===== src/rtl/core/sfc_pkg.sv =====
package sfc_pkg;

    localparam int SAMPLE_W         = 16;
    localparam int COEF_IDX_W       = 6;
    localparam int TAP_CNT_W        = 7;
    localparam int OUT_W            = 38;
    localparam int KIND_W           = 2;
    localparam int DEFAULT_MAX_TAPS = 64;
    localparam int QUEUE_DEPTH      = 4;

    typedef enum logic [KIND_W-1:0] {
        KIND_COEF   = 2'd0,
        KIND_SAMPLE = 2'd1,
        KIND_FLUSH  = 2'd2
    } kind_t;

    typedef struct packed {
        logic [KIND_W-1:0]          kind;
        logic signed [SAMPLE_W-1:0] value;
        logic [COEF_IDX_W-1:0]      coef_index;
    } item_t;

    typedef struct packed {
        logic signed [OUT_W-1:0] filtered_value;
        logic                    last;
    } result_t;

    typedef enum logic [1:0] {
        OP_COEF,
        OP_SHIFT,
        OP_CLEAR
    } op_kind_t;

    typedef struct packed {
        op_kind_t                   op;
        logic signed [SAMPLE_W-1:0] value;
        logic [COEF_IDX_W-1:0]      coef_index;
        logic                       last;
        logic                       clear;
    } op_t;

    typedef struct packed {
        logic full;
        logic empty;
    } queue_status_t;

    typedef enum logic {
        FRONT_IDLE,
        FRONT_FLUSH
    } front_state_t;

endpackage


===== src/rtl/core/sfc_front.sv =====
module sfc_front
    import sfc_pkg::*;
#(
    parameter int MAX_TAPS = DEFAULT_MAX_TAPS
)
(
    input  logic                               clk,
    input  logic                               rst_n,
    input  logic [$clog2(MAX_TAPS + 1)-1:0]    taps,
    input  logic                               item_valid,
    output logic                               item_stall,
    input  item_t                              item,
    input  queue_status_t                      q_status,
    output logic                               push,
    output op_t                                push_op
);

    localparam int TAPS_W = $clog2(MAX_TAPS + 1);

    front_state_t      state_reg;
    front_state_t      state_next;
    logic [TAPS_W-1:0] remain_reg;
    logic [TAPS_W-1:0] remain_next;
    logic              accept;

    assign item_stall = (state_reg == FRONT_FLUSH) || q_status.full;
    assign accept     = item_valid && !item_stall;

    always_ff @(posedge clk or negedge rst_n)
    begin
        if (!rst_n)
        begin
            state_reg  <= FRONT_IDLE;
            remain_reg <= '0;
        end
        else
        begin
            state_reg  <= state_next;
            remain_reg <= remain_next;
        end
    end

    always_comb
    begin
        state_next         = state_reg;
        remain_next        = remain_reg;
        push               = 1'b0;
        push_op.op         = OP_SHIFT;
        push_op.value      = item.value;
        push_op.coef_index = item.coef_index;
        push_op.last       = 1'b0;
        push_op.clear      = 1'b0;
        unique case (state_reg)
            FRONT_IDLE:
            begin
                if (accept)
                begin
                    unique case (kind_t'(item.kind))
                        KIND_COEF:
                        begin
                            push       = 1'b1;
                            push_op.op = OP_COEF;
                        end
                        KIND_SAMPLE:
                        begin
                            push = 1'b1;
                        end
                        KIND_FLUSH:
                        begin
                            push          = 1'b1;
                            push_op.value = '0;
                            if (taps == TAPS_W'(1))
                            begin
                                push_op.op = OP_CLEAR;
                            end
                            else if (taps == TAPS_W'(2))
                            begin
                                push_op.last  = 1'b1;
                                push_op.clear = 1'b1;
                            end
                            else
                            begin
                                // first tail beat goes now, the rest from FLUSH
                                state_next  = FRONT_FLUSH;
                                remain_next = taps - TAPS_W'(2);
                            end
                        end
                        default:
                        begin
                            // drop unused kind
                        end
                    endcase
                end
            end
            FRONT_FLUSH:
            begin
                push_op.value = '0;
                if (!q_status.full)
                begin
                    push          = 1'b1;
                    push_op.last  = (remain_reg == TAPS_W'(1));
                    push_op.clear = (remain_reg == TAPS_W'(1));
                    remain_next   = remain_reg - 1'b1;
                    if (remain_reg == TAPS_W'(1))
                    begin
                        state_next = FRONT_IDLE;
                    end
                end
            end
            default:
            begin
                state_next = FRONT_IDLE;
            end
        endcase
    end

endmodule


===== config.mk =====
export PLATFORM = sky130hd
export DESIGN_NAME = sfc_front
export DESIGN_NICKNAME = d
export VERILOG_FILES = /design/src/rtl/core/sfc_pkg.sv /design/src/rtl/core/sfc_front.sv
export SDC_FILE = /design/constraint.sdc
export NUM_CORES = 1
export LEC_CHECK = 0
export BUFFER_PORTS_ARGS = -buffer_cell sky130_fd_sc_hd__buf_2
export CAP_MARGIN = 0
export CORE_MARGIN = 1
export CORE_UTILIZATION = 30
export CTS_CLUSTER_DIAMETER = 200
export DETAILED_ROUTE_END_ITERATION = 7
export GPL_TIMING_DRIVEN = 0
export PLACE_DENSITY_LB_ADDON = 0.05
export SLEW_MARGIN = 15
export SYNTH_ARGS = -nofsm -noshare
export SYNTH_HDL_FRONTEND = slang
export SYNTH_SLANG_ARGS = --single-unit

===== constraint.sdc =====
create_clock -name clk -period 5 [get_ports clk]
set_input_delay 0.75 -clock clk [delete_from_list [all_inputs] [get_ports clk]]
set_output_delay 0.75 -clock clk [all_outputs]
set_load 0.01 [all_outputs]

==> reports/results.ini <==
[finish]
multi_input_area_um2 = 559
final_common_cell = buf_2
final_cell_mix = buf_2, and2_1, inv_1, dfrtp_1, buf_4
fin_cells = 198
largest_reg_flops = 7
diodes = 0
fin_util_pct = 43.8
synthToLayoutAreaGrowth_pct = 37.9
drive_above_1_share_pct = 41.3
final_nets = 208
seq_area_um2 = 200
finalInstanceArea_um2 = 1210
n_fill_cell = 294

[routing]
num_vias = 964
first_pass_iters = 4
drt-total-wl_um = 2390
antenna_violating_nets_post_route = 0
drcViolationCount = 0
post_drt_via_cell_ratio = 4.87
drt_iter0_markers = 23
wire_per_inst_um = 12.1

[placement]
placed_cell_area_um2 = 1180
placed_cells = 195
hpwl_um = 1970
dp_slack_ps = 1880
place_congestion = 0.744
numPortBuffers = 54

[power]
clkPwrFrac_pct = 11.4
fin_total_pwr_mw = 0.452
power_frac_seq_pct = 27.7
vdd_drop_max_mv = 0.264
p_per_area_nw_per_um2 = 374
power_switching_mw = 0.203
combPwrFrac_pct = 60.8
p_sw_share_pct = 44.9
p_int_mw = 0.249
p_leak_nw = 0.640

[timing]
finalCriticalPeriod_ps = 3100
max_freq_mhz = 322
fin_ws_ps = 1900
fin_hold_ws_ps = 323
finalCritPeriodShare_pct = 62.1
drv_slew = 0
setup_viol = 0
fin_skew_ps = 6.72
rsz0062_at_grt = false
max_slew_margin_pct = 58.3
setup-tns-final_ps = 0
worstMarginPinSlew_ps = 625
hold_violations = 0

[logic_synthesis]
syn_nets = 149
syn_area_per_cell_um2 = 7.96
ys_ff_latch = 8
ys_types = 36
netlist_area_um2 = 876
syn_inst = 110
yosysSeqAreaShare_pct = 22.9
yosys_warnings = 0

[global_route]
grt_max_degree = 11
overflow = 0
antenna_found_initial = 0
grt_pass1_wl_um = 4040
grt_util_all_layers_pct = 16.6
grt_pass1_vias = 944

[critical_path]
critPathLaunchType = input port
reg2reg_depth = 4
worstSetupEndpointType = output port
critPathRequiredTime_ps = 4250
critPathMaxFanout = 10
worstSetupPathType = input port to output port
cp.arrival_ps = 2350

[clocking]
path_clk_slew_ps = 60
cts_resized = 0
htree_levels = 1
insertion_delay_ps = 260
clock_path_buffers = 2
root_buffer = clkbuf_4
postCtsHoldBufs = 0
cts_sinks = 8
postCtsSetupBuffers = 0
cts_tree = built
cts_made_buffers = 3

[die]
dieWidth_um = 56.0
initial_core_util_pct = 31.8
die_y_um = 56.0
rows = 19
core_area_um2 = 2760
ios = 64
dieArea_um2 = 3140

[run]
max_cap_violations = 0

[worst_hold_path]
hp-class = input port to asynchronous set/reset pin

[run_status]
outcome = finished, final reports clean

[power by group through the flow]
| stage | combinational (mW) | sequential [mW] | clock [mW] |
|---|---|---|---|
| after floorplan | 0.195 | 0.119 | 0 |
| after global placement | 0.274 | 0.126 | 0 |
| after detailed placement | 0.278 | 0.126 | 0 |
| after CTS | 0.279 | 0.125 | 0.0559 |
| after global routing | 0.312 | 0.128 | 0.0603 |
| final | 0.275 | 0.125 | 0.0516 |
[layer usage]
metal	GRT usage (%)	vias up	wire length, um
met5	0	-	0
li1	-	494	-
met4	5.23	0	31
met1	20.1	422	1110
met2	28.4	44	1080
met3	4.65	4	169
[path summary, 6_finish.rpt]
| kind | from | end | slack, ps |
|---|---|---|---|
| setup / recovery | q_status[1] | push_op[19] | 1900 |
| max in group asynchronous | rst_n | remain_reg[1] | 4490 |
| hold / removal | rst_n | remain_reg[4] | 320 |
| hold reg to reg | remain_reg[1] | remain_reg[1] | 590 |
| setup reg to reg | state_reg | remain_reg[6] | 3210 |
| min in group clk | remain_reg[1] | remain_reg[1] | 590 |
[area by class of cell]
class / instances / share of cell area [%]
multi-input combinational: 80 / 46.3
tap: 31 / 3.21
inverter: 10 / 3.11
timing repair buffer: 54 / 22.4
sequential: 8 / 16.6
buffer: 12 / 6.53
clock buffer: 3 / 1.87
[logic make-up (layout without fill, tap and decap cells)]
kind of cell	count (synthesis)	in the layout	share of synthesized area, %
AO/OA/AOI/OAI	23	23	20.7
XOR/XNOR	4	4	4.00
adder cells (fa/ha/maj)	3	3	4.29
buffers and inverters	22	79	13.3
flip-flops	8	8	22.9
multiplexers	4	4	4.57
AND/OR/NAND/NOR	46	46	30.3
[synth_stat cells]
cell type        count  area [um2]
nand2_1              6        22.5
nor3_1               3        15.0
buf_2                1        5.00
nand3_1              1        5.00
nor2_1               6        22.5
a2111oi_2            1        15.0
nand3b_1             1        7.51
nor2b_1              1        6.26
clkdlybuf4s18_2      1        10.0
o311ai_4             1        26.3
clkbuf_1             3        11.3
dfrtp_1              8         200
or4_1                1        7.51
inv_1               10        37.5
nor3b_1              1        7.51
xor2_1               2        17.5
o21ai_0              5        25.0
nor4_1               2        12.5
ha_1                 3        37.5
nand4_1              2        12.5
a21oi_1              4        20.0
o41ai_1              1        8.76
a31oi_1              1        6.26
and3_2               1        7.51
nand2b_1             1        6.26
o311a_1              1        10.0
a21o_1               2        15.0
buf_4                7        52.6
and2_1              17         106
a22oi_1              2        15.0
o21a_1               3        22.5
and4_1               2        17.5
mux2i_1              4        40.0
nor4b_1              1        8.76
xnor2_1              2        17.5
o221ai_1             2        17.5
[worst max-delay path: stages]
cell	delay (ps)
clkbuf_1	210
nor4b_1	470
and2_1	260
nor2_1	120
clkbuf_1	220
and2_1	200
buf_2	140
(Power assumes the default switching activity.)
