[config.mk]
export PLATFORM = sky130hd
export DESIGN_NAME = sfc_queue
export DESIGN_NICKNAME = d
export VERILOG_FILES = /design/src/rtl/core/sfc_pkg.sv /design/src/rtl/core/sfc_queue.sv
export SDC_FILE = /design/constraint.sdc
export NUM_CORES = 1
export LEC_CHECK = 0
export BUFFER_PORTS_ARGS = -buffer_cell sky130_fd_sc_hd__clkbuf_2
export CORE_MARGIN = 2
export CORE_UTILIZATION = 50
export CTS_BUF_LIST = sky130_fd_sc_hd__clkbuf_16
export CTS_CLUSTER_DIAMETER = 40
export DETAILED_ROUTE_END_ITERATION = 16
export MAX_ROUTING_LAYER = met4
export PLACE_DENSITY_LB_ADDON = 0.2
export SLEW_MARGIN = 30
export SYNTH_ARGS = -nofsm -noshare
export SYNTH_HDL_FRONTEND = slang
export SYNTH_SLANG_ARGS = --single-unit
[constraint.sdc]
create_clock -name clk -period 2.05 [get_ports clk]
set_input_delay 0 -clock clk [delete_from_list [all_inputs] [get_ports clk]]
set_output_delay 0 -clock clk [all_outputs]
set_load 0.1 [all_outputs]
[src/rtl/core/sfc_pkg.sv]
package sfc_pkg;

    localparam int SAMPLE_W         = 16;
    localparam int COEF_IDX_W       = 6;
    localparam int TAP_CNT_W        = 7;
    localparam int OUT_W            = 38;
    localparam int KIND_W           = 2;
    localparam int DEFAULT_MAX_TAPS = 64;
    localparam int QUEUE_DEPTH      = 4;

    typedef enum logic [KIND_W-1:0] {
        KIND_COEF   = 2'd0,
        KIND_SAMPLE = 2'd1,
        KIND_FLUSH  = 2'd2
    } kind_t;

    typedef struct packed {
        logic [KIND_W-1:0]          kind;
        logic signed [SAMPLE_W-1:0] value;
        logic [COEF_IDX_W-1:0]      coef_index;
    } item_t;

    typedef struct packed {
        logic signed [OUT_W-1:0] filtered_value;
        logic                    last;
    } result_t;

    typedef enum logic [1:0] {
        OP_COEF,
        OP_SHIFT,
        OP_CLEAR
    } op_kind_t;

    typedef struct packed {
        op_kind_t                   op;
        logic signed [SAMPLE_W-1:0] value;
        logic [COEF_IDX_W-1:0]      coef_index;
        logic                       last;
        logic                       clear;
    } op_t;

    typedef struct packed {
        logic full;
        logic empty;
    } queue_status_t;

    typedef enum logic {
        FRONT_IDLE,
        FRONT_FLUSH
    } front_state_t;

endpackage

[src/rtl/core/sfc_queue.sv]
module sfc_queue
    import sfc_pkg::*;
(
    input  logic          clk,
    input  logic          rst_n,
    input  logic          push,
    input  op_t           push_op,
    input  logic          pop,
    output op_t           head_op,
    output queue_status_t status
);

    localparam int PTR_W = (QUEUE_DEPTH > 1) ? $clog2(QUEUE_DEPTH) : 1;
    localparam int CNT_W = $clog2(QUEUE_DEPTH + 1);

    op_t              mem_reg [QUEUE_DEPTH];
    logic [PTR_W-1:0] wr_ptr_reg;
    logic [PTR_W-1:0] wr_ptr_next;
    logic [PTR_W-1:0] rd_ptr_reg;
    logic [PTR_W-1:0] rd_ptr_next;
    logic [CNT_W-1:0] count_reg;
    logic [CNT_W-1:0] count_next;

    assign status.full  = (count_reg == CNT_W'(QUEUE_DEPTH));
    assign status.empty = (count_reg == '0);
    assign head_op      = mem_reg[rd_ptr_reg];

    always_comb
    begin
        wr_ptr_next = wr_ptr_reg;
        rd_ptr_next = rd_ptr_reg;
        count_next  = count_reg;
        if (push)
        begin
            wr_ptr_next = (wr_ptr_reg == PTR_W'(QUEUE_DEPTH - 1)) ? '0 : wr_ptr_reg + 1'b1;
        end
        if (pop)
        begin
            rd_ptr_next = (rd_ptr_reg == PTR_W'(QUEUE_DEPTH - 1)) ? '0 : rd_ptr_reg + 1'b1;
        end
        if (push && !pop)
        begin
            count_next = count_reg + 1'b1;
        end
        else if (pop && !push)
        begin
            count_next = count_reg - 1'b1;
        end
    end

    always_ff @(posedge clk or negedge rst_n)
    begin
        if (!rst_n)
        begin
            wr_ptr_reg <= '0;
            rd_ptr_reg <= '0;
            count_reg  <= '0;
        end
        else
        begin
            wr_ptr_reg <= wr_ptr_next;
            rd_ptr_reg <= rd_ptr_next;
            count_reg  <= count_next;
        end
    end

    always_ff @(posedge clk)
    begin
        if (push)
        begin
            mem_reg[wr_ptr_reg] <= push_op;
        end
    end

endmodule

==> flow_summary.toml <==
[run_status]
outcome = "finished, final reports clean"

[timing]
clock-skew-final_ps = 9.02
grt_setup_unrepaired = "no"
hold_viol = 0
timing.setup.tns_ps = 0
fmax_ghz = 0.525
max_slew.worst_pin.slew_ps = 543
final.period_utilization_pct = 92.9
finalSetupViolations = 0
slew_headroom_pct = 64.0
slew_viol_final = 0
final.min_clock_period_ps = 1900

[global_routing]
first_pass_grt_wire_length_um = 10400
grt_start_max_net_pins = 21
grtUsageMet1_pct = 19.6
grt_use_met2_pct = 27.6
globalRoute.totalOverflow = 0
via_count_of_the_first_global_routing_pass = 2044
number_of_antenna_violations_at_the_first_check_in_global_routing = 0
grt_busiest_layer = "met2"
global_route.usage.total_pct = 16.5
met3_routing_resource_usage_after_global_routing_pct = 4.70

[synthesis]
synth.yosys.seq_area_share_pct = 78.2
synth.distinct_cells = 19
synth_area_mm2 = 0.00422
synthesized_area_per_cell_um2 = 24.4
syn-instance-count = 173
synth-seq-cells = 111
postSynthNetCount = 210
synthesis.yosys.warnings = 0

[setup_path]
worstPathRequired_ps = 2050
critical_path.cell_chain = "buf_4 > mux4_2 > buf_12"
timing.rr.end = "mem_reg[0][11]"
critical_path_buf_inv_count = 2
r2r_setup_slack_ps = 620
worst_r2r_path_depth = 4
critical_path_class = "flop to primary output"
cp_endpoint_kind = "primary output"
worstPathMaxFanout = 10
cpLargestDelayFamily = "multiplexers"
critical-path-slowest-cell = "sky130_fd_sc_hd__mux4_2"
crit-reg2reg-launch = "wr_ptr_reg[0]"
crit_path_max_incr_delay_ps = 560
startpoint_type = "flop"
critPathArrivalTime_ps = 1900

[clock_tree]
cts_htree_levels = 3
cts_root_buffer = "sky130_fd_sc_hd__clkbuf_16"
path_clk_slew_ps = 80
cts_max_path_buffers = 2
clkSinkCount = 111
tritoncts_clock_tree = "built"
tritoncts.num_buffers = 9
clock_insertion_delay_worst_skew_ps = 340
cts.repair.resized = 0

[placement]
buffers_added_on_ports = 57
placed_wire_length_estimate_after_detailed_placement_um = 4370
routabilityCongestion = 0.713

[die]
die_x_um = 95.8
design.die.area_mm2 = 0.00918
initial_core_util_pct = 51.6
core_area_mm2 = 0.00818
die_height_um = 95.8
io_pins = 58
placementRows = 33

[drt]
drt_first_iter_violations = 127
ant_nets = 0
post_drt_wl_per_cell_um = 17.3
detail_route.vias_per_cell = 5.21
route.final.wire_length_um = 6650
detail_route.drc_violations = 0
dr_total_vias = 2007
number_of_iterations_in_the_first_detailed_routing_pass = 4

[cells_and_area]
fin_nets = 312
layout.cells.most_common_list = "104 x sky130_fd_sc_hd__edfxtp_1, 31 x sky130_fd_sc_hd__clkbuf_2, 29 x sky130_fd_sc_hd__dlygate4sd3_1"
largest_register_ffs = 104
final_common_cell = "sky130_fd_sc_hd__edfxtp_1"
drive_gt1_share_pct = 38.6
num-fill-cells = 510
area_of_combinational_cells_with_multiple_inputs_um2 = 847
post_synthesis_to_final_layout_area_growth_pct = 34.1
antenna_diode_count = 0
layout.area.seq_mm2 = 0.00330

[job]
max-cap-violations = 0

[worst_hold_path]
timing.hold.worst.class = "input port to asynchronous set/reset pin"
-- cells by family (layout without fill, tap and decap cells) --
kind of cell	Yosys count	count (layout)	share of synthesized area, %
AO/OA/AOI/OAI	2	2	0.237
adder cells (fa/ha/maj)	7	7	2.26
AND/OR/NAND/NOR	11	11	1.34
XOR/XNOR	3	3	0.623
buffers and inverters	10	117	1.93
multiplexers	29	29	15.4
flip-flops	111	111	78.2
-- Yosys cell counts --
master | number | area share (%)
sky130_fd_sc_hd__nand2_1 | 2 | 0.18
sky130_fd_sc_hd__xnor2_1 | 1 | 0.21
sky130_fd_sc_hd__buf_2 | 3 | 0.36
sky130_fd_sc_hd__nor3_1 | 1 | 0.12
sky130_fd_sc_hd__buf_6 | 1 | 0.27
sky130_fd_sc_hd__nor2_1 | 3 | 0.27
sky130_fd_sc_hd__mux2_2 | 3 | 0.80
sky130_fd_sc_hd__xor2_1 | 2 | 0.42
sky130_fd_sc_hd__nor3b_1 | 1 | 0.18
sky130_fd_sc_hd__ha_1 | 6 | 1.8
sky130_fd_sc_hd__dfrtp_1 | 7 | 4.2
sky130_fd_sc_hd__fa_1 | 1 | 0.47
sky130_fd_sc_hd__mux4_1 | 8 | 5.0
sky130_fd_sc_hd__o21ai_0 | 2 | 0.24
sky130_fd_sc_hd__edfxtp_1 | 104 | 74
sky130_fd_sc_hd__inv_1 | 4 | 0.36
sky130_fd_sc_hd__mux4_2 | 18 | 9.6
sky130_fd_sc_hd__and2_1 | 4 | 0.59
sky130_fd_sc_hd__buf_12 | 2 | 0.95
-- per-layer routing --
metal  up-vias  routed length (µm)
met5         -                   0
met4         0                  23
met3         4                 220
met2        48                3640
met1      1029                2770
li1        926                   -
-- area by class of cell --
cell class / instances / area share (%)
multi-input combinational: 52 / 15.0
clock buffer: 9 / 3.98
clock inverter: 7 / 1.13
timing repair buffer: 97 / 19.0
inverter: 4 / 0.265
sequential: 111 / 58.3
tap: 105 / 2.32
-- stage by stage --
stage | util, % | hold WS, ps | cells | setup WS, ps | cell area, µm²
6_report | 69.2 | 22.7 | 385 | 146 | 5660
5_1_grt | 69.2 | 30.3 | 385 | 65.8 | 5660
4_1_cts | 69.2 | 15.2 | 385 | 112 | 5660
3_5_place_dp | 62.1 | -151 | 340 | 487 | 5080
3_3_place_gp | 62.1 | -152 | 340 | 473 | 5080
2_1_floorplan | - | -296 | 173 | 373 | 4230
-- how the worst max path moves through the flow --
stage | start | cells after the start | endpoint | slack [ps]
floorplan | count_reg[0] | 1 | status[1] | 370
global placement | rd_ptr_reg[0] | 3 | head_op[13] | 470
detailed placement | rd_ptr_reg[0] | 3 | head_op[5] | 490
CTS | rd_ptr_reg[0] | 3 | head_op[5] | 110
global route | rd_ptr_reg[0] | 3 | head_op[0] | 70
finish | rd_ptr_reg[0] | 3 | head_op[13] | 150
-- what timing repair did --
action | in CTS | in global routing
hold endpoints to repair | 115 | 0
hold buffers | 29 | 0
setup buffers | 0 | 0
Power is not shown: default switching activity piles up to over one toggle a cycle in this logic, so the estimate is an artifact.
